$ cat config.mk
export PLATFORM = sky130hd
export DESIGN_NAME = ecd_queue
export DESIGN_NICKNAME = d
export VERILOG_FILES = /design/src/rtl/core/ecd_pkg.sv /design/src/rtl/core/ecd_queue.sv
export SDC_FILE = /design/constraint.sdc
export NUM_CORES = 1
export LEC_CHECK = 0
export BUFFER_PORTS_ARGS = -buffer_cell sky130_fd_sc_hd__clkbuf_2
export CORE_AREA = 2 2 220 222
export DETAILED_ROUTE_END_ITERATION = 7
export DIE_AREA = 0 0 222 224
export SLEW_MARGIN = 40
export SYNTH_ARGS = -nofsm -noshare
export SYNTH_HDL_FRONTEND = slang
export SYNTH_SLANG_ARGS = --single-unit
$ cat constraint.sdc
create_clock -name clock -period 13.67 [get_ports clock]
set_input_delay 2.734 -clock clock [delete_from_list [all_inputs] [get_ports clock]]
set_output_delay 2.734 -clock clock [all_outputs]
set_load 0.03 [all_outputs]
$ cat src/rtl/core/ecd_pkg.sv
// ----------------------------------------------------------------------------
// ecd_pkg
// Shared constants and types of the echo filter convergence detector.
// ----------------------------------------------------------------------------
package ecd_pkg;

   localparam int LEVEL_WIDTH     = 40;
   localparam int CHANNEL_WIDTH   = 3;
   localparam int CSR_INDEX_WIDTH = 8;
   localparam int QUEUE_DEPTH     = 4;
   localparam int NUM_ENERGIES    = 3;
   localparam int SMOOTH_SHIFT    = 16;
   localparam int GAIN_WIDTH      = 16;

   // 0.4 in Q16
   localparam logic [GAIN_WIDTH-1:0] SMOOTH_GAIN = 16'd26214;

   localparam logic                   SMOOTH_ENABLE_RST      = 1'b1;
   localparam logic [LEVEL_WIDTH-1:0] CONVERGE_LEVEL_RST     = 40'd160000;
   localparam logic [LEVEL_WIDTH-1:0] LOW_CONVERGE_LEVEL_RST = 40'd25600;
   localparam logic [LEVEL_WIDTH-1:0] DIVERGE_LEVEL_RST      = 40'd57600;

   typedef enum logic [CSR_INDEX_WIDTH-1:0] {
      CSR_SMOOTH_ENABLE      = 8'd0,
      CSR_CONVERGE_LEVEL     = 8'd1,
      CSR_LOW_CONVERGE_LEVEL = 8'd2,
      CSR_DIVERGE_LEVEL      = 8'd3
   } csr_index_type;

   typedef struct packed {
      logic                   smooth_enable;
      logic [LEVEL_WIDTH-1:0] converge_level;
      logic [LEVEL_WIDTH-1:0] low_converge_level;
      logic [LEVEL_WIDTH-1:0] diverge_level;
   } cfg_type;

   typedef struct packed {
      logic channel_converged;
      logic channel_coarse_relaxed;
      logic channel_diverged;
      logic any_converged;
      logic any_coarse_converged;
      logic all_diverged;
      logic block_done;
   } rsp_flags_type;

   typedef enum logic [1:0] {
      EN_CAPTURE = 2'd0,
      EN_REFINED = 2'd1,
      EN_COARSE  = 2'd2
   } energy_sel_type;

   typedef enum logic [2:0] {
      BK_IDLE,
      BK_DIFF,
      BK_MUL,
      BK_ADJ,
      BK_FLAG,
      BK_DONE
   } back_state_type;

endpackage

$ cat src/rtl/core/ecd_queue.sv
// ----------------------------------------------------------------------------
// ecd_queue
// Short FIFO between the classifying front and the smoothing back end.
// ----------------------------------------------------------------------------
module ecd_queue #(
   parameter int WIDTH = 126
) (
   input  logic             clock,
   input  logic             reset,
   input  logic             push_valid,
   output logic             push_ready,
   input  logic [WIDTH-1:0] push_item,
   output logic             pop_valid,
   input  logic             pop_ready,
   output logic [WIDTH-1:0] pop_item
);
   localparam int PTR_WIDTH = $clog2(ecd_pkg::QUEUE_DEPTH);

   logic [WIDTH-1:0]     slot_ff [ecd_pkg::QUEUE_DEPTH];
   logic [WIDTH-1:0]     slot_in [ecd_pkg::QUEUE_DEPTH];
   logic [PTR_WIDTH-1:0] wr_ptr_ff, wr_ptr_in;
   logic [PTR_WIDTH-1:0] rd_ptr_ff, rd_ptr_in;
   logic [PTR_WIDTH:0]   count_ff, count_in;
   logic                 do_push;
   logic                 do_pop;

   assign push_ready = count_ff != (PTR_WIDTH+1)'(ecd_pkg::QUEUE_DEPTH);
   assign pop_valid  = count_ff != '0;
   assign pop_item   = slot_ff[rd_ptr_ff];
   assign do_push    = push_valid && push_ready;
   assign do_pop     = pop_valid && pop_ready;

   always_comb begin
      slot_in   = slot_ff;
      wr_ptr_in = wr_ptr_ff;
      rd_ptr_in = rd_ptr_ff;
      if (do_push) begin
         slot_in[wr_ptr_ff] = push_item;
         wr_ptr_in          = wr_ptr_ff + 1'b1;
      end
      if (do_pop) begin
         rd_ptr_in = rd_ptr_ff + 1'b1;
      end
      count_in = count_ff + (PTR_WIDTH+1)'(do_push) - (PTR_WIDTH+1)'(do_pop);
   end

   always_ff @(posedge clock) begin
      if (reset) begin
         wr_ptr_ff <= '0;
         rd_ptr_ff <= '0;
         count_ff  <= '0;
      end else begin
         wr_ptr_ff <= wr_ptr_in;
         rd_ptr_ff <= rd_ptr_in;
         count_ff  <= count_in;
      end
   end

   always_ff @(posedge clock) begin
      slot_ff <= slot_in;
   end

endmodule

==> results.yml <==
clock_network:
  ctsRootBufferMaster: "clkbuf_16"
  cts.clk_slew.worst_paths_ps: 60
  cts_buffers: 53
  cts_setup_buffers: 0
  clock-sinks: 511
  clk_latency_ps: 590
  ctsHtreeMaxLevel: 2
  holdBufCountCts: 0
  cts-resized-gates: 0
  cts_tree: "yes"
  cts_buffer_depth: 3
timing:
  rsz0062_at_grt: "no"
  finalCriticalPeriod_ps: 6170
  clock.fmax_mhz: 162
  setup_viol: 0
  hold_viol_final: 0
  fin_skew_ps: 14.4
  tns_ps: 0
  worstMarginPinSlew_ps: 790
  period_share: 0.451
  slew_headroom: 0.473
  maxSlewViolCount: 0
placed_design:
  gp_congestion: 0.704
  placed_area_mm2: 0.0206
  hpwl_mm: 21.5
  port_buffers: 257
grt:
  grt_pass1_wl_mm: 55.1
  grt_antenna_before_repair: 2
  grt_pass1_vias: 8897
  grt_start_max_net_pins: 60
  grt_usage: 0.147
  gr-total-overflow: 0
synth:
  syn_nets: 841
  synth_ff_type: "edfxtp_1"
  synth_edf_count: 504
  synth.most_common_cell: "edfxtp_1"
  synth_commonest_cells: "edfxtp_1, mux4_2, buf_2"
  syn_avg_cell_area_um2: 26.6
  synth_compound_area_frac: 0.00154
  synth-simple-area-share: 0.00441
  synthMuxAreaShare: 0.153
  synth.largest_area_cell: "edfxtp_1"
  synth_async_sr_flop_share: 0
  synth_xor_area_frac: 0.00187
  synth-seq-cells: 511
  seq_area_frac_synth: 0.816
  synth_top_cell_area_share: 0.809
  yosysWarnings: 0
  yosysUniqueCellTypes: 24
  syn-cell-area_mm2: 0.0187
  synth_top_family_by_area: "multiplexers"
  synth_cells: 704
  synth_fa_ha_area_frac: 0.00508
  yosys-top-cells-area: "edfxtp_1, mux4_2, buf_12, dfxtp_1, ha_1"
detailed_routing:
  wl_per_cell_um: 22.0
  num_vias: 8271
  drtAntennaViolNets: 0
  drc: 0
  vias_per_cell: 4.99
  drtIter0Drc: 462
  detail_route.first_pass.iterations: 5
  drt-total-wl_mm: 36.6
worst_hold_path:
  hp-class: "reg -> reg"
  hold_path.startpoint: "wr_ptr_ff[1]"
  hold_end: "wr_ptr_ff[1]"
  hold_depth: 2
finish:
  stdcell_area_mm2: 0.0223
  area_growth_pct: 19.1
  antenna_cells: 0
  nFillCells: 3952
  final_util: 0.471
  nets: 1138
  drive_above_1_share: 0.457
  seqCellArea_mm2: 0.0153
  multiInputGateArea_mm2: 0.00311
floorplan:
  die-area_mm2: 0.0497
  ios: 258
  rows: 80
  core_mm2: 0.0473
  initial_core_util: 0.395
  die_y_um: 224
  die_x_um: 222
critical_path:
  end_kind: "primary output"
  regToRegStartpoint: "count_ff[1]"
  cp_common_cell: "buf_4"
  path_max_fanout: 49
  worstSetupPathType: "reg -> out"
  path_cells: "buf_4, buf_4, mux4_2, clkbuf_2"
  worstSetupStartpointType: "register"
  reg2regPathDepth: 5
  r2r-end: "slot_ff[303]"
  critPathSlowestCell: "dfxtp_4"
  cp.arrival_ps: 3440
  worst-r2r-setup-slack_ps: 10520
  required_ps: 10940
  max_stage_delay_ps: 760
run:
  max_cap_viol_count: 0
power_and_ir_drop:
  peakVddDrop_mv: 0.137
  power_leakage_nw: 7.45
  powerDensity_mw_per_mm2: 202
run_status:
  outcome: "finished clean"
[final cells by class]
class                   count  share of cell area
flip-flops and latches    511               0.686
multi-input cells         158               0.140
repair buffers            271              0.0640
clock buffers              63              0.0612
well taps                 615              0.0345
clock inverters            35              0.0140
inverters                   6             0.00101
[worst max-delay path by stage]
stage / startpoint / to / cells after the start
6_report: rd_ptr_ff[1] / pop_item[41] / 4
3_5_place_dp: rd_ptr_ff[1] / pop_item[80] / 4
4_1_cts: rd_ptr_ff[1] / pop_item[80] / 4
3_3_place_gp: push_valid / slot_ff[337] / 5
5_1_grt: rd_ptr_ff[1] / pop_item[68] / 4
2_1_floorplan: push_valid / slot_ff[0] / 2
[layer usage]
layer / wire length (um) / part of all wire / GRT usage
met4: 813 / 0.022 / 0.0497
met2: 17700 / 0.48 / 0.237
met5: 26 / 0.00071 / 0
met1: 15700 / 0.43 / 0.194
met3: 2310 / 0.063 / 0.0426
[critical path: cells and delay by family, from the launching register on]
kind                   cells  cell delay, ps
DFF                        1             760
buffers and inverters      3            1590
muxes                      1             420
[kinds of logic after synthesis]
kind of cell,after synthesis
AOI/OAI and AO/OA,3
xor gates and xnor gates,4
adders and majority gates,7
buffers and inverters,35
DFF,511
muxes,128
and+or+nand+nor,16
[sequential cells by signal, indices dropped and copies added (netlist names)]
register	cells
wr_ptr_ff	2
rd_ptr_ff	2
slot_ff	504
count_ff	3
[report_power, final]
part	internal, W	switching [W]	total (W)
Clock	0.000805	0.000577	0.00138
Sequential	0.00190	0.0000504	0.00195
Combinational	0.000417	0.000749	0.00117
Total	0.00312	0.00138	0.00450
[stage by stage]
stage / setup WS, ps / hold slack (ps) / std cells / total power, W
2_1_floorplan: 7240 / 482 / 704 / 0.00289
3_3_place_gp: 7930 / 508 / 1560 / 0.00317
3_5_place_dp: 7980 / 519 / 1561 / 0.00318
4_1_cts: 7340 / 530 / 1659 / 0.00457
5_1_grt: 7290 / 559 / 1659 / 0.00469
6_report: 7500 / 524 / 1659 / 0.00450
[placed cells by master (no fill, tap or decap), drive strengths merged, types with 2 or more instances in the layout]
master,count
nor2b,2
edfxtp,504
dfxtp,7
inv,8
nand2b,2
nor2,6
xnor2,3
and2,4
mux4,126
bufinv,5
clkbuf,320
ha,6
buf,14
clkinv,27
No activity file was read; power rests on OpenSTA's default activity.
