--- src/rtl/core/ecd_pkg.sv ---
// ----------------------------------------------------------------------------
// ecd_pkg
// Shared constants and types of the echo filter convergence detector.
// ----------------------------------------------------------------------------
package ecd_pkg;

   localparam int LEVEL_WIDTH     = 40;
   localparam int CHANNEL_WIDTH   = 3;
   localparam int CSR_INDEX_WIDTH = 8;
   localparam int QUEUE_DEPTH     = 4;
   localparam int NUM_ENERGIES    = 3;
   localparam int SMOOTH_SHIFT    = 16;
   localparam int GAIN_WIDTH      = 16;

   // 0.4 in Q16
   localparam logic [GAIN_WIDTH-1:0] SMOOTH_GAIN = 16'd26214;

   localparam logic                   SMOOTH_ENABLE_RST      = 1'b1;
   localparam logic [LEVEL_WIDTH-1:0] CONVERGE_LEVEL_RST     = 40'd160000;
   localparam logic [LEVEL_WIDTH-1:0] LOW_CONVERGE_LEVEL_RST = 40'd25600;
   localparam logic [LEVEL_WIDTH-1:0] DIVERGE_LEVEL_RST      = 40'd57600;

   typedef enum logic [CSR_INDEX_WIDTH-1:0] {
      CSR_SMOOTH_ENABLE      = 8'd0,
      CSR_CONVERGE_LEVEL     = 8'd1,
      CSR_LOW_CONVERGE_LEVEL = 8'd2,
      CSR_DIVERGE_LEVEL      = 8'd3
   } csr_index_type;

   typedef struct packed {
      logic                   smooth_enable;
      logic [LEVEL_WIDTH-1:0] converge_level;
      logic [LEVEL_WIDTH-1:0] low_converge_level;
      logic [LEVEL_WIDTH-1:0] diverge_level;
   } cfg_type;

   typedef struct packed {
      logic channel_converged;
      logic channel_coarse_relaxed;
      logic channel_diverged;
      logic any_converged;
      logic any_coarse_converged;
      logic all_diverged;
      logic block_done;
   } rsp_flags_type;

   typedef enum logic [1:0] {
      EN_CAPTURE = 2'd0,
      EN_REFINED = 2'd1,
      EN_COARSE  = 2'd2
   } energy_sel_type;

   typedef enum logic [2:0] {
      BK_IDLE,
      BK_DIFF,
      BK_MUL,
      BK_ADJ,
      BK_FLAG,
      BK_DONE
   } back_state_type;

endpackage

--- src/rtl/core/ecd_channels_if.sv ---
// ----------------------------------------------------------------------------
// ecd channel interfaces
// Valid/ready channels for energy requests, flag responses and CSR writes.
// ----------------------------------------------------------------------------
interface ecd_req_if #(
   parameter int ENERGY_WIDTH = 40
);
   logic                               valid;
   logic                               ready;
   logic [ecd_pkg::CHANNEL_WIDTH-1:0]  channel;
   logic [ENERGY_WIDTH-1:0]            capture_energy;
   logic [ENERGY_WIDTH-1:0]            refined_error_energy;
   logic [ENERGY_WIDTH-1:0]            coarse_error_energy;
   logic                               final_channel;

   modport source (
      output valid, channel, capture_energy, refined_error_energy,
             coarse_error_energy, final_channel,
      input  ready
   );
   modport sink (
      input  valid, channel, capture_energy, refined_error_energy,
             coarse_error_energy, final_channel,
      output ready
   );
endinterface


--- src/rtl/core/ecd_front.sv ---
// ----------------------------------------------------------------------------
// ecd_front
// Accepts energy transactions and classifies the raw-energy flags.
// ----------------------------------------------------------------------------
module ecd_front #(
   parameter int ENERGY_WIDTH = 40,
   localparam int ITEM_WIDTH = ecd_pkg::CHANNEL_WIDTH + 3 * ENERGY_WIDTH + 3
) (
   input  logic                  clock,
   input  logic                  reset,
   input  ecd_pkg::cfg_type      cfg,
   ecd_req_if.sink               req_chan,
   output logic                  push_valid,
   input  logic                  push_ready,
   output logic [ITEM_WIDTH-1:0] push_item
);
   localparam int CMP_WIDTH = (ENERGY_WIDTH > ecd_pkg::LEVEL_WIDTH) ?
                              ENERGY_WIDTH : ecd_pkg::LEVEL_WIDTH;

   logic                              s1_valid_ff, s1_valid_in;
   logic [ecd_pkg::CHANNEL_WIDTH-1:0] s1_channel_ff, s1_channel_in;
   logic [ENERGY_WIDTH-1:0]           s1_y_ff, s1_y_in;
   logic [ENERGY_WIDTH-1:0]           s1_er_ff, s1_er_in;
   logic [ENERGY_WIDTH-1:0]           s1_ec_ff, s1_ec_in;
   logic                              s1_last_ff, s1_last_in;
   logic [ENERGY_WIDTH+2:0]           s1_ec5_ff, s1_ec5_in;
   logic [ENERGY_WIDTH+1:0]           s1_y3_ff, s1_y3_in;
   logic [ENERGY_WIDTH:0]             s1_min2_ff, s1_min2_in;
   logic [ENERGY_WIDTH-1:0]           min_err;
   logic                              accept;
   logic                              y_above_low;
   logic                              y_above_div;
   logic                              relaxed;
   logic                              diverged;

   assign req_chan.ready = !s1_valid_ff || push_ready;
   assign accept         = req_chan.valid && req_chan.ready;
   assign min_err        = (req_chan.refined_error_energy < req_chan.coarse_error_energy) ?
                           req_chan.refined_error_energy : req_chan.coarse_error_energy;

   always_comb begin
      s1_valid_in   = s1_valid_ff;
      s1_channel_in = s1_channel_ff;
      s1_y_in       = s1_y_ff;
      s1_er_in      = s1_er_ff;
      s1_ec_in      = s1_ec_ff;
      s1_last_in    = s1_last_ff;
      s1_ec5_in     = s1_ec5_ff;
      s1_y3_in      = s1_y3_ff;
      s1_min2_in    = s1_min2_ff;
      if (req_chan.ready) begin
         s1_valid_in = req_chan.valid;
      end
      if (accept) begin
         s1_channel_in = req_chan.channel;
         s1_y_in       = req_chan.capture_energy;
         s1_er_in      = req_chan.refined_error_energy;
         s1_ec_in      = req_chan.coarse_error_energy;
         s1_last_in    = req_chan.final_channel;
         s1_ec5_in     = (ENERGY_WIDTH+3)'({req_chan.coarse_error_energy, 2'b00}) +
                         (ENERGY_WIDTH+3)'(req_chan.coarse_error_energy);
         s1_y3_in      = (ENERGY_WIDTH+2)'({req_chan.capture_energy, 1'b0}) +
                         (ENERGY_WIDTH+2)'(req_chan.capture_energy);
         s1_min2_in    = {min_err, 1'b0};
      end
   end

   always_ff @(posedge clock) begin
      if (reset) begin
         s1_valid_ff <= 1'b0;
      end else begin
         s1_valid_ff <= s1_valid_in;
      end
   end

   always_ff @(posedge clock) begin
      s1_channel_ff <= s1_channel_in;
      s1_y_ff       <= s1_y_in;
      s1_er_ff      <= s1_er_in;
      s1_ec_ff      <= s1_ec_in;
      s1_last_ff    <= s1_last_in;
      s1_ec5_ff     <= s1_ec5_in;
      s1_y3_ff      <= s1_y3_in;
      s1_min2_ff    <= s1_min2_in;
   end

   assign y_above_low = CMP_WIDTH'(s1_y_ff) > CMP_WIDTH'(cfg.low_converge_level);
   assign y_above_div = CMP_WIDTH'(s1_y_ff) > CMP_WIDTH'(cfg.diverge_level);
   assign relaxed     = (s1_ec5_ff < (ENERGY_WIDTH+3)'(s1_y_ff)) && y_above_low;
   assign diverged    = ((ENERGY_WIDTH+2)'(s1_min2_ff) > s1_y3_ff) && y_above_div;

   assign push_valid = s1_valid_ff;
   assign push_item  = {s1_channel_ff, s1_y_ff, s1_er_ff, s1_ec_ff,
                        s1_last_ff, relaxed, diverged};

endmodule

--- src/flat_wrapper.sv ---
// flat-port wrapper written by rule: the top's interface ports become plain ports
module ecd_front_flat 
#(
   parameter int ENERGY_WIDTH = 40,
   localparam int ITEM_WIDTH = ecd_pkg::CHANNEL_WIDTH + 3 * ENERGY_WIDTH + 3
)
  (clock, reset, cfg, push_valid, push_ready, push_item, req_chan_valid, req_chan_channel, req_chan_capture_energy, req_chan_refined_error_energy, req_chan_coarse_error_energy, req_chan_final_channel, req_chan_ready);
  ecd_req_if #(.ENERGY_WIDTH(ENERGY_WIDTH)) req_chan_i ();
  input  logic clock;
  input  logic reset;
  input  ecd_pkg::cfg_type cfg;
  output logic push_valid;
  input  logic push_ready;
  output logic [ITEM_WIDTH-1:0] push_item;
  input wire logic [$bits(req_chan_i.valid)-1:0] req_chan_valid;
  input wire logic [$bits(req_chan_i.channel)-1:0] req_chan_channel;
  input wire logic [$bits(req_chan_i.capture_energy)-1:0] req_chan_capture_energy;
  input wire logic [$bits(req_chan_i.refined_error_energy)-1:0] req_chan_refined_error_energy;
  input wire logic [$bits(req_chan_i.coarse_error_energy)-1:0] req_chan_coarse_error_energy;
  input wire logic [$bits(req_chan_i.final_channel)-1:0] req_chan_final_channel;
  output wire logic [$bits(req_chan_i.ready)-1:0] req_chan_ready;
  assign req_chan_i.valid = req_chan_valid;
  assign req_chan_i.channel = req_chan_channel;
  assign req_chan_i.capture_energy = req_chan_capture_energy;
  assign req_chan_i.refined_error_energy = req_chan_refined_error_energy;
  assign req_chan_i.coarse_error_energy = req_chan_coarse_error_energy;
  assign req_chan_i.final_channel = req_chan_final_channel;
  assign req_chan_ready = req_chan_i.ready;
  ecd_front #(.ENERGY_WIDTH(ENERGY_WIDTH)) u_core (.clock(clock), .reset(reset), .cfg(cfg), .req_chan(req_chan_i), .push_valid(push_valid), .push_ready(push_ready), .push_item(push_item));
endmodule
--- config.mk ---
export PLATFORM = sky130hd
export DESIGN_NAME = ecd_front_flat
export DESIGN_NICKNAME = d
export VERILOG_FILES = /design/src/rtl/core/ecd_pkg.sv /design/src/rtl/core/ecd_channels_if.sv /design/src/rtl/core/ecd_front.sv /design/src/flat_wrapper.sv
export SDC_FILE = /design/constraint.sdc
export NUM_CORES = 1
export LEC_CHECK = 0
export ABC_AREA = 1
export BUFFER_PORTS_ARGS = -buffer_cell sky130_fd_sc_hd__buf_2
export CAP_MARGIN = 20
export CORE_ASPECT_RATIO = 0.6
export CORE_MARGIN = 2
export CORE_UTILIZATION = 35
export CTS_BUF_LIST = sky130_fd_sc_hd__clkbuf_2 sky130_fd_sc_hd__clkbuf_4 sky130_fd_sc_hd__clkbuf_8
export CTS_CLUSTER_SIZE = 12
export DETAILED_ROUTE_END_ITERATION = 8
export PLACE_DENSITY_LB_ADDON = 0.25
export SYNTH_ARGS = -nofsm -noshare
export SYNTH_HDL_FRONTEND = slang
export SYNTH_SLANG_ARGS = --single-unit
--- constraint.sdc ---
create_clock -name clock -period 41.1 [get_ports clock]
set_clock_uncertainty 0.1 [all_clocks]
set_input_delay 2.055 -clock clock [delete_from_list [all_inputs] [get_ports clock]]
set_output_delay 2.055 -clock clock [all_outputs]
set_load 0.005 [all_outputs]
==> metrics.sh <==
ENDPOINT_KIND='primary output'
SHARE_SEQ_OF_TOTAL_POWER_PCT=43.3
POST_DP_CELL_AREA_UM2=21820
WHS_PS=448.7
TIMING.CRITICAL_PATH.MODE_CELL='nor2_1'
YOSYSWARNINGS=0
WORSTHOLDENDPOINT='u_core.push_valid'
PART_OF_THE_TOTAL_POWER_DISSIPATED_IN_COMBINATIONAL_LOGIC_PCT=26.5
GRT_PASS1_WL_UM=94690
DESIGN_AREA_UM2=22630
TOP_LEVEL_PORTS=377
CP.REQUIRED_PS=38940
CTS_TREE='yes'
FIRSTDRTPASSITERS=5
SYNTHESIS.AREA_PER_INSTANCE_UM2=7.661
PERIOD_SHARE_PCT=14.54
POSTSYNTHREGISTERBITS=247
CLOCK_TREE_BUF_DEPTH=3
PIN_COUNT_OF_THE_BIGGEST_NET_ENTERING_GLOBAL_ROUTING=170
GLOBAL_ROUTE.USAGE.TOTAL_PCT=21.87
MAX_CLOCK_FREQ_GHz=0.1674
DRTANTENNAVIOLNETS=0
GRT_ANTENNA_BEFORE_REPAIR=5
CRITPATHKIND='in2out'
SETUP.WORST_PATH.START='cfg[39]'
SYNTH.LIB_CELLS_USED.DISTINCT=34
LAYOUT.CELLS.MOST_COMMON_LIST='nand2_1 (830), inv_1 (507), buf_2 (335)'
INSTANCES_NO_FILL=3631
NETLIST_INSTANCES=2523
FLOORPLAN.DIE.WIDTH_UM=307.4
DETAILEDROUTE.FIRSTITERATIONVIOLATIONS=1272
FINAL_CRITICAL_PATH_SETUP_SLACK_PS=35130
PRE_CTS_WS_PS=35050
GLOBALROUTE.TOTALOVERFLOW=0
SWITCHING_POWER_uW=248.0
FINAL_TOTAL_PWR_uW=742.6
TIMING_HOLD_VIOLATIONS_FINAL=0
NUMPLACEDINSTANCES=3554
CP_CELL_SEQUENCE='buf_2 -> inv_1 -> ha_1 -> nand2_1 -> nor2_1 -> nand3_1 -> nor2_1 -> nand2_1 -> nor2_1 -> nor2_1 -> nand2_1 -> nand2_1 -> nor2_1 -> buf_2'
CLK-INSERTION-DELAY-LATE_PS=590
DRT_DRC_VIOLATIONS_LEFT=0
DIEAREA_UM2=57180
CRIT_PATH_MAX_FANOUT=3
CAP_VIOLATIONS=0
INTERNAL_POWER_uW=494.5
COMBINED_AREA_OF_ALL_SYNTHESIZED_CELLS_UM2=19330
CTS_H_TREE_LVLS=2
CRITICAL_PATH.REG2REG.ENDPOINT='u_core.s1_y_ff[29]'
STARTPOINT_TYPE='primary input'
WIRE_PER_INST_UM=17.21
DIE_H_UM=186.0
CRIT_BUF_INV=3
CTS-RESIZED-GATES=0
SETUP_VIOL=0
NUMBER_OF_BUFFERS_CREATED_BY_CTS=43
SLEW_MARGIN_REL_PCT=27.67
START_UTIL_PCT=35.57
OUTCOME='completed'
IO_BUFFER_COUNT=335
CLKPWRFRAC_PCT=30.2
POWER_PER_UNIT_OF_STANDARD_CELL_AREA_nW_PER_UM2=32.81
VIAS_IN_THE_FIRST_GLOBAL_ROUTE=16960
CORE.ROWCOUNT=66
SEQUENTIAL_TO_TOTAL_AREA_SHARE_FROM_YOSYS_STAT_PCT=38.32
WORST_SLEW_PIN_SLEW_PS=1085
PATH_DELAY_FAMILY='simple AND/OR/NAND/NOR gates'
VIA_COUNT=17310
FILL_CELLS=5624
MOST_COMMON_CELL_AFTER_LAYOUT_FILL_AND_TAPS_ASIDE='nand2_1'
LAYOUT.NETS=3413
CLOCK_PIN_SLEW_ON_THE_WORST_SETUP_AND_HOLD_PATHS_PS=60
WORST_REG2REG_PATH_STARTPOINT='u_core.push_valid'
SYN_NETS=3051
DRV_SLEW=0
DRIVE_ABOVE_1_SHARE_PCT=14.13
WORST_R2R_PATH_DEPTH=3
WORST_HOLD_PATH.NUM_CELLS=2
GRT_SETUP_UNREPAIRED='false'
HOLD_PATH_CLASS='reg2reg'
UTILIZATION_PCT=41.66
PLACE.DETAILED.HPWL_UM=52060
SETUP.REG_TO_REG.WORST_SLACK_PS=38430
SETUP_TNS_PS=0
AREA_GROWTH_SYN_TO_LAYOUT_PCT=17.10
CTS.SINK_COUNT=247
HP-START='u_core.push_valid'
SWSHARE_PCT=33.40
PERIOD_NEEDED_PS=5975
DETAIL_ROUTE.WIRELENGTH_UM=62500
WORST_EP_ARRIVAL_TIME_PS=3820
VIASPERCELL=4.767
CORE_UM2=54340
CP_SLOWEST_CELL='nor2_1'
P_LEAK_nW=12.22
GP_CONGESTION=0.8854
CRITICAL_PATH.MAX_STAGE_DELAY_PS=310
CTS_HOLD_BUFFERS=0
CTSROOTBUFFERMASTER='clkbuf_8'
POST_CTS_BUFFERS=0
IR_DROP_mV=0.02565
[worst max path at each step]
stage / end / slack [ps] / cells after the start
after detailed placement: push_item[0] / 35050 / 14
final: push_item[0] / 35130 / 14
after global routing: push_item[0] / 34930 / 14
after global placement: push_item[0] / 35060 / 14
after floorplan: u_core.s1_channel_ff[0] / 26170 / 2
after CTS: push_item[0] / 35060 / 14
[cells by family (layout without fill, tap and decap cells)]
logic type      Yosys count  after routing  share of synthesized area [%]
simple gates           1206           1206                          25.01
flops                   247            247                          38.32
other cells               0              2                              0
fa+ha+maj               279            279                          18.14
xor+xnor                 44             44                          1.994
compound gates          218            218                          6.020
buf+inv                 529            921                          10.51
[power groups by stage]
stage | combinational, mW | sequential, mW | clock [mW]
floorplan | 0.125 | 0.326 | 0
global placement | 0.191 | 0.326 | 0
detailed placement | 0.196 | 0.326 | 0
CTS | 0.197 | 0.322 | 0.233
global route | 0.227 | 0.324 | 0.242
finish | 0.196 | 0.322 | 0.224
[worst min-delay path, stage by stage (launching register included)]
cell     delay [ps]
dfxtp_1         340
nand2_1         100
a21oi_1          70
[Yosys cell counts]
cell type | number | area share [%]
nand2_1 | 830 | 16
inv_1 | 507 | 9.8
ha_1 | 277 | 18
edfxtp_1 | 246 | 38
nor2_1 | 212 | 4.1
a21oi_1 | 145 | 3.8
nand3_1 | 81 | 2.1
nand4_1 | 48 | 1.6
o21ai_0 | 42 | 1.1
xor2_1 | 34 | 1.5
nor3_1 | 14 | 0.36
buf_4 | 10 | 0.39
xnor2_1 | 10 | 0.45
a21o_1 | 8 | 0.31
o21bai_1 | 8 | 0.31
and2_1 | 7 | 0.23
buf_2 | 7 | 0.18
a21boi_0 | 5 | 0.19
a31oi_1 | 5 | 0.16
nand3b_1 | 5 | 0.19
buf_1 | 3 | 0.058
o21a_1 | 3 | 0.12
clkbuf_1 | 2 | 0.039
fa_1 | 2 | 0.21
nand3_2 | 2 | 0.10
or2_2 | 2 | 0.065
a21oi_2 | 1 | 0.045
a22oi_1 | 1 | 0.039
and2_4 | 1 | 0.045
and3_1 | 1 | 0.032
dfxtp_1 | 1 | 0.10
nand2_2 | 1 | 0.032
nor2_2 | 1 | 0.032
nor4_1 | 1 | 0.032
[flip-flops by register name, summed over array words and instances, names as in the netlist]
| name | flops |
|---|---|
| u_core.s1_min2_ff | 40 |
| u_core.push_valid | 1 |
| u_core.s1_ec_ff | 38 |
| u_core.s1_last_ff | 1 |
| u_core.s1_y3_ff | 42 |
| u_core.s1_ec5_ff | 43 |
| u_core.s1_y_ff | 39 |
| u_core.s1_er_ff | 40 |
| u_core.s1_channel_ff | 3 |
[layer usage]
layer | vias up | global-route usage [%] | routed length (µm)
li1 | 8808 | - | -
met3 | 67 | 3.564 | 4276
met1 | 7928 | 34.80 | 33850
met5 | - | 0 | 20
met2 | 503 | 30.42 | 23310
met4 | 2 | 4.410 | 1047
[layout make-up]
type,count,area (µm²),share of cell area [%]
antenna,2,5.005,0.02211
clock buffer,57,696.9,3.079
clock inverter,18,108.9,0.4809
inverter,507,1903,8.408
multi-input combinational,1747,9901,43.74
sequential,247,7407,32.73
tap,714,893.4,3.947
timing repair buffer,339,1719,7.595
Power figures use the tool's default switching activity.
