File: src/rtl/core/ecd_pkg.sv
// ----------------------------------------------------------------------------
// ecd_pkg
// Shared constants and types of the echo filter convergence detector.
// ----------------------------------------------------------------------------
package ecd_pkg;

   localparam int LEVEL_WIDTH     = 40;
   localparam int CHANNEL_WIDTH   = 3;
   localparam int CSR_INDEX_WIDTH = 8;
   localparam int QUEUE_DEPTH     = 4;
   localparam int NUM_ENERGIES    = 3;
   localparam int SMOOTH_SHIFT    = 16;
   localparam int GAIN_WIDTH      = 16;

   // 0.4 in Q16
   localparam logic [GAIN_WIDTH-1:0] SMOOTH_GAIN = 16'd26214;

   localparam logic                   SMOOTH_ENABLE_RST      = 1'b1;
   localparam logic [LEVEL_WIDTH-1:0] CONVERGE_LEVEL_RST     = 40'd160000;
   localparam logic [LEVEL_WIDTH-1:0] LOW_CONVERGE_LEVEL_RST = 40'd25600;
   localparam logic [LEVEL_WIDTH-1:0] DIVERGE_LEVEL_RST      = 40'd57600;

   typedef enum logic [CSR_INDEX_WIDTH-1:0] {
      CSR_SMOOTH_ENABLE      = 8'd0,
      CSR_CONVERGE_LEVEL     = 8'd1,
      CSR_LOW_CONVERGE_LEVEL = 8'd2,
      CSR_DIVERGE_LEVEL      = 8'd3
   } csr_index_type;

   typedef struct packed {
      logic                   smooth_enable;
      logic [LEVEL_WIDTH-1:0] converge_level;
      logic [LEVEL_WIDTH-1:0] low_converge_level;
      logic [LEVEL_WIDTH-1:0] diverge_level;
   } cfg_type;

   typedef struct packed {
      logic channel_converged;
      logic channel_coarse_relaxed;
      logic channel_diverged;
      logic any_converged;
      logic any_coarse_converged;
      logic all_diverged;
      logic block_done;
   } rsp_flags_type;

   typedef enum logic [1:0] {
      EN_CAPTURE = 2'd0,
      EN_REFINED = 2'd1,
      EN_COARSE  = 2'd2
   } energy_sel_type;

   typedef enum logic [2:0] {
      BK_IDLE,
      BK_DIFF,
      BK_MUL,
      BK_ADJ,
      BK_FLAG,
      BK_DONE
   } back_state_type;

endpackage

File: src/rtl/core/ecd_channels_if.sv


interface ecd_rsp_if;
   logic valid;
   logic ready;
   logic channel_converged;
   logic channel_coarse_relaxed;
   logic channel_diverged;
   logic any_converged;
   logic any_coarse_converged;
   logic all_diverged;
   logic block_done;

   modport source (
      output valid, channel_converged, channel_coarse_relaxed, channel_diverged,
             any_converged, any_coarse_converged, all_diverged, block_done,
      input  ready
   );
   modport sink (
      input  valid, channel_converged, channel_coarse_relaxed, channel_diverged,
             any_converged, any_coarse_converged, all_diverged, block_done,
      output ready
   );
endinterface


File: src/rtl/core/ecd_back.sv
// ----------------------------------------------------------------------------
// ecd_back
// Smooths per-channel energies on one shared multiplier, derives the
// convergence flag, folds the block aggregates and holds the response.
// ----------------------------------------------------------------------------
module ecd_back #(
   parameter int NUM_CHANNELS = 8,
   parameter int ENERGY_WIDTH = 40,
   localparam int ITEM_WIDTH = ecd_pkg::CHANNEL_WIDTH + 3 * ENERGY_WIDTH + 3
) (
   input  logic                  clock,
   input  logic                  reset,
   input  ecd_pkg::cfg_type      cfg,
   input  logic                  pop_valid,
   output logic                  pop_ready,
   input  logic [ITEM_WIDTH-1:0] pop_item,
   ecd_rsp_if.source             rsp_chan
);
   localparam int E           = ENERGY_WIDTH;
   localparam int MAX_CH      = 1 << ecd_pkg::CHANNEL_WIDTH;
   localparam int STORE_DEPTH = (NUM_CHANNELS < MAX_CH) ? NUM_CHANNELS : MAX_CH;
   localparam int SIDX_WIDTH  = (STORE_DEPTH > 1) ? $clog2(STORE_DEPTH) : 1;
   localparam int CMP_WIDTH   = (E > ecd_pkg::LEVEL_WIDTH) ? E : ecd_pkg::LEVEL_WIDTH;
   localparam int PROD_WIDTH  = E + ecd_pkg::GAIN_WIDTH;
   localparam int NE          = ecd_pkg::NUM_ENERGIES;

   ecd_pkg::back_state_type state_ff, state_in;
   ecd_pkg::energy_sel_type sel_ff, sel_in;
   ecd_pkg::rsp_flags_type  rsp_flags_ff, rsp_flags_in;
   logic                    rsp_valid_ff, rsp_valid_in;

   logic [E-1:0]            store_ff [NE][STORE_DEPTH];
   logic [E-1:0]            store_in [NE][STORE_DEPTH];
   logic [E-1:0]            raw_ff [NE];
   logic [E-1:0]            raw_in [NE];
   logic [E-1:0]            sm_ff [NE];
   logic [E-1:0]            sm_in [NE];
   logic [E-1:0]            head_raw [NE];

   logic [SIDX_WIDTH-1:0]   idx_ff, idx_in;
   logic                    in_range_ff, in_range_in;
   logic                    last_ff, last_in;
   logic                    relaxed_ff, relaxed_in;
   logic                    div_ff, div_in;
   logic [E-1:0]            diff_ff, diff_in;
   logic                    neg_ff, neg_in;
   logic [PROD_WIDTH-1:0]   prod_ff, prod_in;
   logic                    c2_ff, c2_in;
   logic                    gt_ff, gt_in;
   logic [E+4:0]            t20_ff, t20_in;
   logic                    run_conv_ff, run_conv_in;
   logic                    run_coarse_ff, run_coarse_in;
   logic                    run_div_ff, run_div_in;

   logic [ecd_pkg::CHANNEL_WIDTH-1:0] head_channel;
   logic                    head_last;
   logic                    head_relaxed;
   logic                    head_div;
   logic                    head_in_range;
   logic [SIDX_WIDTH-1:0]   head_idx;
   logic                    start;
   logic                    finish;
   logic                    slot_free;
   logic [E-1:0]            u_sel;
   logic [E-1:0]            s_sel;
   logic [E-1:0]            mag;
   logic                    rem;
   logic [E-1:0]            adj_value;
   logic                    conv;
   logic                    any_conv;
   logic                    any_coarse;
   logic                    all_div;

   assign head_div                      = pop_item[0];
   assign head_relaxed                  = pop_item[1];
   assign head_last                     = pop_item[2];
   assign head_raw[ecd_pkg::EN_COARSE]  = pop_item[3 +: E];
   assign head_raw[ecd_pkg::EN_REFINED] = pop_item[3 + E +: E];
   assign head_raw[ecd_pkg::EN_CAPTURE] = pop_item[3 + 2 * E +: E];
   assign head_channel = pop_item[3 + 3 * E +: ecd_pkg::CHANNEL_WIDTH];
   assign head_in_range = 32'(head_channel) < 32'(NUM_CHANNELS);
   assign head_idx      = head_channel[SIDX_WIDTH-1:0];

   assign slot_free = !rsp_valid_ff || rsp_chan.ready;
   assign start     = pop_valid && pop_ready;

   always_comb begin
      state_in = state_ff;
      unique case (state_ff)
         ecd_pkg::BK_IDLE: begin
            if (pop_valid) begin
               state_in = (cfg.smooth_enable && head_in_range) ?
                          ecd_pkg::BK_DIFF : ecd_pkg::BK_FLAG;
            end
         end
         ecd_pkg::BK_DIFF: state_in = ecd_pkg::BK_MUL;
         ecd_pkg::BK_MUL:  state_in = ecd_pkg::BK_ADJ;
         ecd_pkg::BK_ADJ: begin
            state_in = (sel_ff == ecd_pkg::EN_COARSE) ? ecd_pkg::BK_FLAG : ecd_pkg::BK_DIFF;
         end
         ecd_pkg::BK_FLAG: state_in = ecd_pkg::BK_DONE;
         ecd_pkg::BK_DONE: begin
            if (slot_free) begin
               state_in = ecd_pkg::BK_IDLE;
            end
         end
         default: state_in = ecd_pkg::BK_IDLE;
      endcase
   end

   always_comb begin
      pop_ready = 1'b0;
      finish    = 1'b0;
      unique case (state_ff)
         ecd_pkg::BK_IDLE: pop_ready = 1'b1;
         ecd_pkg::BK_DONE: finish    = slot_free;
         default: ;
      endcase
   end

   // one smoothing step: s + floor((u - s) * gain / 2^16)
   assign u_sel     = raw_ff[sel_ff];
   assign s_sel     = sm_ff[sel_ff];
   assign mag       = prod_ff[ecd_pkg::SMOOTH_SHIFT +: E];
   assign rem       = |prod_ff[ecd_pkg::SMOOTH_SHIFT-1:0];
   assign adj_value = neg_ff ? (s_sel - mag - E'(rem)) : (s_sel + mag);

   assign conv       = (c2_ff || (t20_ff < (E+5)'(sm_ff[ecd_pkg::EN_CAPTURE]))) && gt_ff;
   assign any_conv   = run_conv_ff || conv;
   assign any_coarse = run_coarse_ff || relaxed_ff;
   assign all_div    = run_div_ff && div_ff;

   always_comb begin
      sel_in      = sel_ff;
      raw_in      = raw_ff;
      sm_in       = sm_ff;
      idx_in      = idx_ff;
      in_range_in = in_range_ff;
      last_in     = last_ff;
      relaxed_in  = relaxed_ff;
      div_in      = div_ff;
      neg_in      = neg_ff;
      diff_in     = diff_ff;
      prod_in     = prod_ff;
      c2_in       = c2_ff;
      gt_in       = gt_ff;
      t20_in      = t20_ff;
      if (start) begin
         sel_in      = ecd_pkg::EN_CAPTURE;
         raw_in      = head_raw;
         idx_in      = head_idx;
         in_range_in = head_in_range;
         last_in     = head_last;
         relaxed_in  = head_relaxed;
         div_in      = head_div;
         for (int k = 0; k < NE; k++) begin
            sm_in[k] = (cfg.smooth_enable && head_in_range) ?
                       store_ff[k][head_idx] : head_raw[k];
         end
      end
      if (state_ff == ecd_pkg::BK_DIFF) begin
         neg_in  = u_sel < s_sel;
         diff_in = (u_sel < s_sel) ? (s_sel - u_sel) : (u_sel - s_sel);
      end
      if (state_ff == ecd_pkg::BK_MUL) begin
         prod_in = PROD_WIDTH'(diff_ff) * PROD_WIDTH'(ecd_pkg::SMOOTH_GAIN);
      end
      if (state_ff == ecd_pkg::BK_ADJ) begin
         sm_in[sel_ff] = adj_value;
         case (sel_ff)
            ecd_pkg::EN_CAPTURE: sel_in = ecd_pkg::EN_REFINED;
            ecd_pkg::EN_REFINED: sel_in = ecd_pkg::EN_COARSE;
            default:             sel_in = ecd_pkg::EN_COARSE;
         endcase
      end
      if (state_ff == ecd_pkg::BK_FLAG) begin
         c2_in  = {sm_ff[ecd_pkg::EN_REFINED], 1'b0} < (E+1)'(sm_ff[ecd_pkg::EN_CAPTURE]);
         t20_in = (E+5)'({sm_ff[ecd_pkg::EN_COARSE], 4'b0000}) +
                  (E+5)'({sm_ff[ecd_pkg::EN_COARSE], 2'b00});
         gt_in  = CMP_WIDTH'(sm_ff[ecd_pkg::EN_CAPTURE]) > CMP_WIDTH'(cfg.converge_level);
      end
   end

   always_comb begin
      store_in      = store_ff;
      run_conv_in   = run_conv_ff;
      run_coarse_in = run_coarse_ff;
      run_div_in    = run_div_ff;
      rsp_flags_in  = rsp_flags_ff;
      rsp_valid_in  = rsp_valid_ff && !rsp_chan.ready;
      if (finish) begin
         if (in_range_ff) begin
            for (int k = 0; k < NE; k++) begin
               store_in[k][idx_ff] = sm_ff[k];
            end
         end
         rsp_valid_in                        = 1'b1;
         rsp_flags_in.channel_converged      = conv;
         rsp_flags_in.channel_coarse_relaxed = relaxed_ff;
         rsp_flags_in.channel_diverged       = div_ff;
         rsp_flags_in.any_converged          = any_conv;
         rsp_flags_in.any_coarse_converged   = any_coarse;
         rsp_flags_in.all_diverged           = all_div;
         rsp_flags_in.block_done             = last_ff;
         run_conv_in   = !last_ff && any_conv;
         run_coarse_in = !last_ff && any_coarse;
         run_div_in    = last_ff || all_div;
      end
   end

   always_ff @(posedge clock) begin
      if (reset) begin
         state_ff      <= ecd_pkg::BK_IDLE;
         sel_ff        <= ecd_pkg::EN_CAPTURE;
         rsp_valid_ff  <= 1'b0;
         run_conv_ff   <= 1'b0;
         run_coarse_ff <= 1'b0;
         run_div_ff    <= 1'b1;
         store_ff      <= '{default: '0};
      end else begin
         state_ff      <= state_in;
         sel_ff        <= sel_in;
         rsp_valid_ff  <= rsp_valid_in;
         run_conv_ff   <= run_conv_in;
         run_coarse_ff <= run_coarse_in;
         run_div_ff    <= run_div_in;
         store_ff      <= store_in;
      end
   end

   always_ff @(posedge clock) begin
      raw_ff       <= raw_in;
      sm_ff        <= sm_in;
      idx_ff       <= idx_in;
      in_range_ff  <= in_range_in;
      last_ff      <= last_in;
      relaxed_ff   <= relaxed_in;
      div_ff       <= div_in;
      neg_ff       <= neg_in;
      diff_ff      <= diff_in;
      prod_ff      <= prod_in;
      c2_ff        <= c2_in;
      gt_ff        <= gt_in;
      t20_ff       <= t20_in;
      rsp_flags_ff <= rsp_flags_in;
   end

   assign rsp_chan.valid                  = rsp_valid_ff;
   assign rsp_chan.channel_converged      = rsp_flags_ff.channel_converged;
   assign rsp_chan.channel_coarse_relaxed = rsp_flags_ff.channel_coarse_relaxed;
   assign rsp_chan.channel_diverged       = rsp_flags_ff.channel_diverged;
   assign rsp_chan.any_converged          = rsp_flags_ff.any_converged;
   assign rsp_chan.any_coarse_converged   = rsp_flags_ff.any_coarse_converged;
   assign rsp_chan.all_diverged           = rsp_flags_ff.all_diverged;
   assign rsp_chan.block_done             = rsp_flags_ff.block_done;

   a_start_leaves_idle: assert property (@(posedge clock) disable iff (reset)
      start |=> state_ff != ecd_pkg::BK_IDLE)
      else $error("back end stayed idle after taking a queued transaction");

   a_smooth_bounded: assert property (@(posedge clock) disable iff (reset)
      state_ff == ecd_pkg::BK_ADJ |->
         (neg_ff ? (adj_value <= s_sel && adj_value >= u_sel)
                 : (adj_value >= s_sel && adj_value <= u_sel)))
      else $error("smoothed energy left the interval of old and raw value");

   a_finish_shows_rsp: assert property (@(posedge clock) disable iff (reset)
      finish |=> rsp_valid_ff)
      else $error("finished transaction not presented on the response channel");

   a_aggregates_cover_channel: assert property (@(posedge clock) disable iff (reset)
      rsp_valid_ff |->
         (!rsp_flags_ff.channel_converged || rsp_flags_ff.any_converged) &&
         (!rsp_flags_ff.channel_coarse_relaxed || rsp_flags_ff.any_coarse_converged) &&
         (!rsp_flags_ff.all_diverged || rsp_flags_ff.channel_diverged))
      else $error("block aggregates disagree with the channel flags");

endmodule

File: src/flat_wrapper.sv
// flat-port wrapper written by rule: the top's interface ports become plain ports
module ecd_back_flat 
#(
   parameter int NUM_CHANNELS = 8,
   parameter int ENERGY_WIDTH = 40,
   localparam int ITEM_WIDTH = ecd_pkg::CHANNEL_WIDTH + 3 * ENERGY_WIDTH + 3
)
  (clock, reset, cfg, pop_valid, pop_ready, pop_item, rsp_chan_valid, rsp_chan_channel_converged, rsp_chan_channel_coarse_relaxed, rsp_chan_channel_diverged, rsp_chan_any_converged, rsp_chan_any_coarse_converged, rsp_chan_all_diverged, rsp_chan_block_done, rsp_chan_ready);
  ecd_rsp_if rsp_chan_i ();
  input  logic clock;
  input  logic reset;
  input  ecd_pkg::cfg_type cfg;
  input  logic pop_valid;
  output logic pop_ready;
  input  logic [ITEM_WIDTH-1:0] pop_item;
  output wire logic [$bits(rsp_chan_i.valid)-1:0] rsp_chan_valid;
  output wire logic [$bits(rsp_chan_i.channel_converged)-1:0] rsp_chan_channel_converged;
  output wire logic [$bits(rsp_chan_i.channel_coarse_relaxed)-1:0] rsp_chan_channel_coarse_relaxed;
  output wire logic [$bits(rsp_chan_i.channel_diverged)-1:0] rsp_chan_channel_diverged;
  output wire logic [$bits(rsp_chan_i.any_converged)-1:0] rsp_chan_any_converged;
  output wire logic [$bits(rsp_chan_i.any_coarse_converged)-1:0] rsp_chan_any_coarse_converged;
  output wire logic [$bits(rsp_chan_i.all_diverged)-1:0] rsp_chan_all_diverged;
  output wire logic [$bits(rsp_chan_i.block_done)-1:0] rsp_chan_block_done;
  input wire logic [$bits(rsp_chan_i.ready)-1:0] rsp_chan_ready;
  assign rsp_chan_valid = rsp_chan_i.valid;
  assign rsp_chan_channel_converged = rsp_chan_i.channel_converged;
  assign rsp_chan_channel_coarse_relaxed = rsp_chan_i.channel_coarse_relaxed;
  assign rsp_chan_channel_diverged = rsp_chan_i.channel_diverged;
  assign rsp_chan_any_converged = rsp_chan_i.any_converged;
  assign rsp_chan_any_coarse_converged = rsp_chan_i.any_coarse_converged;
  assign rsp_chan_all_diverged = rsp_chan_i.all_diverged;
  assign rsp_chan_block_done = rsp_chan_i.block_done;
  assign rsp_chan_i.ready = rsp_chan_ready;
  ecd_back #(.NUM_CHANNELS(NUM_CHANNELS), .ENERGY_WIDTH(ENERGY_WIDTH)) u_core (.clock(clock), .reset(reset), .cfg(cfg), .pop_valid(pop_valid), .pop_ready(pop_ready), .pop_item(pop_item), .rsp_chan(rsp_chan_i));
endmodule
File: config.mk
export PLATFORM = sky130hd
export DESIGN_NAME = ecd_back_flat
export DESIGN_NICKNAME = d
export VERILOG_FILES = /design/src/rtl/core/ecd_pkg.sv /design/src/rtl/core/ecd_channels_if.sv /design/src/rtl/core/ecd_back.sv /design/src/flat_wrapper.sv
export SDC_FILE = /design/constraint.sdc
export NUM_CORES = 2
export LEC_CHECK = 0
export BUFFER_PORTS_ARGS = -buffer_cell sky130_fd_sc_hd__buf_2
export CELL_PAD_IN_SITES_DETAIL_PLACEMENT = 1
export CELL_PAD_IN_SITES_GLOBAL_PLACEMENT = 1
export CORE_MARGIN = 3
export CORE_UTILIZATION = 47
export CTS_CLUSTER_DIAMETER = 80
export DETAILED_ROUTE_END_ITERATION = 16
export PLACE_DENSITY_LB_ADDON = 0.25
export SLEW_MARGIN = 20
export SYNTH_ARGS = -nofsm -noshare
export SYNTH_HDL_FRONTEND = slang
export SYNTH_SLANG_ARGS = --single-unit
File: constraint.sdc
create_clock -name clock -period 16.2 [get_ports clock]
set_clock_uncertainty 0.15 [all_clocks]
set_input_delay 0.81 -clock clock [delete_from_list [all_inputs] [get_ports clock]]
set_output_delay 0.81 -clock clock [all_outputs]
set_load 0.02 [all_outputs]
==> results.json <==
{
  "syn_nets": 10400,
  "dieHeight_um": 422,
  "fin_area_um2": 88600,
  "numClockSinks": 1362,
  "tritoncts.num_buffers": 152,
  "yosys_warnings": 0,
  "worst_setup_sp_type": "flip-flop",
  "average_detailed_routed_wire_length_per_instance_um": 27.1,
  "rows": 151,
  "outcome": "complete, no violations",
  "number_of_synthesized_flops_with_an_enable_pin": 273,
  "report.final.slew_viol_count": 0,
  "worstPathCellList": "ha_1, xor2_1, ha_1, fa_1, fa_1, fa_1, inv_1, fa_1, inv_1, ha_1, nand2_1, nor2_1, o2111ai_1, a2111o_1, a31o_2, o21bai_2, a31oi_1, nor2_1, a311oi_2",
  "cts_setup_buffers": 0,
  "nets": 10100,
  "cts.root.buffer_cell": "clkbuf_16",
  "post_cts.resized_instances": 0,
  "instance_count_of_the_mapped_netlist": 9338,
  "die_w_um": 422,
  "core_area_um2": 171000,
  "slew_headroom_pct": 15.6,
  "cts.path.max_buffers": 3,
  "synth_cell_type_count": 96,
  "pin_count_of_the_biggest_net_entering_global_routing": 199,
  "most_used_cells_in_the_layout_excluding_fill_and_tap_cells": "nand2_1, a21oi_1, dfxtp_1",
  "final_setup_viols": 0,
  "floorplan.io_pins": 260,
  "asyncSetResetFlopFracSynth_pct": 0,
  "detailed_route_via_count": 70500,
  "tritoncts": "done",
  "worst_r2r_path_depth": 19,
  "grt_overflow_total": 0,
  "critPathCapture": "u_core.prod_ff[53]",
  "cp_data_arrival_time_ns": 7.26,
  "worst_slew_pin_slew_ns": 1.25,
  "grt_pass1_vias": 73800,
  "crit_start": "u_core.diff_ff[2]",
  "ant_nets": 0,
  "fp.dieArea_um2": 178000,
  "mostFrequentLayoutCell": "nand2_1",
  "placed_cell_area_um2": 83300,
  "drc": 0,
  "drtPass1Iterations": 5,
  "maximum_achievable_frequency_mhz": 145,
  "worst_setup_hold_path_clk_slew_ns": 0.06,
  "share_of_cells_above_drive_strength_1_pct": 8.78,
  "first_pass_grt_wire_length_um": 463000,
  "post_synth.cell_area_avg_um2": 8.70,
  "fin_hold_ws_ns": 0.0516,
  "synth_seq_cells": 1362,
  "synth_top_flop_cell": "dfxtp_1",
  "grt_setup_unrepaired": "no",
  "seq_area_frac_synth_pct": 36.9,
  "timing.critical_path.max_delay_family": "adder cells",
  "syn_area_um2": 81300,
  "hold_viol_final": 0,
  "route.final.wire_length_um": 311000,
  "cts_h_tree_depth": 4,
  "drt_iter0_markers": 6262,
  "critPathMostFrequentCell": "fa_1",
  "ff2ff_setup_slack_ns": 9.30,
  "setup_tns_ns": 0,
  "required_ns": 16.56,
  "crit_path_top_delay_cell": "edfxtp_1",
  "drt-vias-per-instance": 6.14,
  "worstSetupPathDepth": 19,
  "maximum_capacitance_violations": 0,
  "port_buffers": 179,
  "critPathMaxStageDelay_ns": 0.54,
  "area_delta_synth_final_pct": 8.95,
  "insertion_delay_ns": 0.82,
  "timing.final.crit_share_pct": 42.6,
  "gp_congestion": 0.970,
  "min_period_ns": 6.90,
  "worstSetupPathType": "flip-flop to flip-flop",
  "peak_fanout_along_the_critical_path": 6,
  "worstSetupEndpointType": "flip-flop",
  "antenna_found_initial": 15,
  "r2r_end": "u_core.prod_ff[53]",
  "cp.buffers_inverters": 2,
  "min_path_type": "primary input to flip-flop",
  "hpwl_um": 210000,
  "final_cell_utilization_of_the_core_pct": 51.9,
  "rr_startpoint": "u_core.diff_ff[2]",
  "floorplan.initialDensity_pct": 47.6,
  "overall_track_demand_over_capacity_in_global_routing_pct": 34.2
}
[layer usage]
layer	part of all wire (%)	up-vias	GRT usage (%)
li1	-	31500	-
met1	40	35600	42.6
met2	45	2606	54.5
met3	6.9	828	5.78
met4	7.5	8	22.8
met5	0.017	-	0
[area by class of cell]
class / instances / area [µm²]
clock inverters: 51 / 556
inverters: 657 / 2470
flip-flops and latches: 1362 / 30000
repair buffers: 265 / 1700
fillers: 19700 / 82000
clock buffers: 230 / 4580
diodes: 8 / 20.0
well taps: 2295 / 2870
multi-input cells: 6628 / 46400
[cell usage after synthesis, types with 14 or more instances]
master       n  area [µm²]
o21ai_0    174         871
clkbuf_1   611        2290
nor4_1      17         106
or3_1       14        87.6
o22a_1      39         342
nor2b_1     40         250
xnor2_1    123        1080
mux2i_1    221        2210
o21a_1      31         233
nand4_1     57         357
o211ai_1    23         173
o31ai_1     28         210
and3_1      19         119
a21oi_1   1390        6960
o21bai_1    43         323
fa_1       210        4200
a31oi_1     27         169
nand2_1   2146        8060
a211oi_1   240        1800
dfxtp_1   1089       21800
buf_1       61         229
and2_1      19         119
buf_2       17        85.1
inv_1      654        2450
nand3_1     47         235
nor2_1     342        1280
mux4_2     240        5410
xor2_1      70         613
nand2b_1    39         244
ha_1       571        7140
o21ai_1     14        70.1
a221oi_1    15         131
a21o_1     190        1430
edfxtp_1   273        8200
nor3_1      50         250
[state kept, by name (all words and copies together), names as in the netlist, 2 cells and up]
name and flops:
u_core.prod_ff 54, u_core.idx_ff 3, u_core.sm_ff 120, u_core.t20_ff 43, u_core.sel_ff 2, u_core.state_ff 3, u_core.raw_ff 120, u_core.store_ff 960
u_core.diff_ff 40
[logic make-up (layout without fill, tap and decap cells)]
| group | after synthesis | after routing | synth area share (%) |
|---|---|---|---|
| compound gates | 2348 | 2348 | 17.2 |
| xor+xnor | 193 | 193 | 2.08 |
| fa+ha+maj | 781 | 781 | 14.0 |
| buf+inv | 1348 | 1203 | 6.27 |
| flops | 1362 | 1362 | 36.9 |
| mux | 465 | 465 | 9.43 |
| other cells | 0 | 8 | 0 |
| simple gates | 2841 | 2841 | 14.2 |
[through the flow]
stage               cells  setup WS (ns)
detailed placement  11200           9.35
finish              11500           9.30
floorplan            9338          10.26
global route        11500           8.99
CTS                 11500           9.33
global placement    11200           9.39
[worst min-delay path by stage]
| stage | from | endpoint | slack, ns | depth (start not counted) |
|---|---|---|---|---|
| after floorplan | u_core.last_ff | u_core.rsp_chan.block_done | 0.28 | 0 |
| after global placement | u_core.store_ff[349] | u_core.store_ff[349] | 0.29 | 2 |
| after detailed placement | u_core.store_ff[684] | u_core.store_ff[684] | 0.29 | 2 |
| after CTS | pop_item[117] | u_core.raw_ff[114] | 0.005 | 1 |
| after global routing | pop_item[117] | u_core.raw_ff[114] | 0.03 | 1 |
| final | pop_item[117] | u_core.raw_ff[114] | 0.05 | 1 |
[what timing repair did]
| action | 4_1_cts | 5_1_grt |
|---|---|---|
| endpoints found under the hold margin | 7 | 0 |
| hold buffers | 7 | 0 |
| setup endpoints to repair | 0 | 0 |
Power is not shown: default switching activity piles up to over one toggle a cycle in this logic, so the estimate is an artifact.
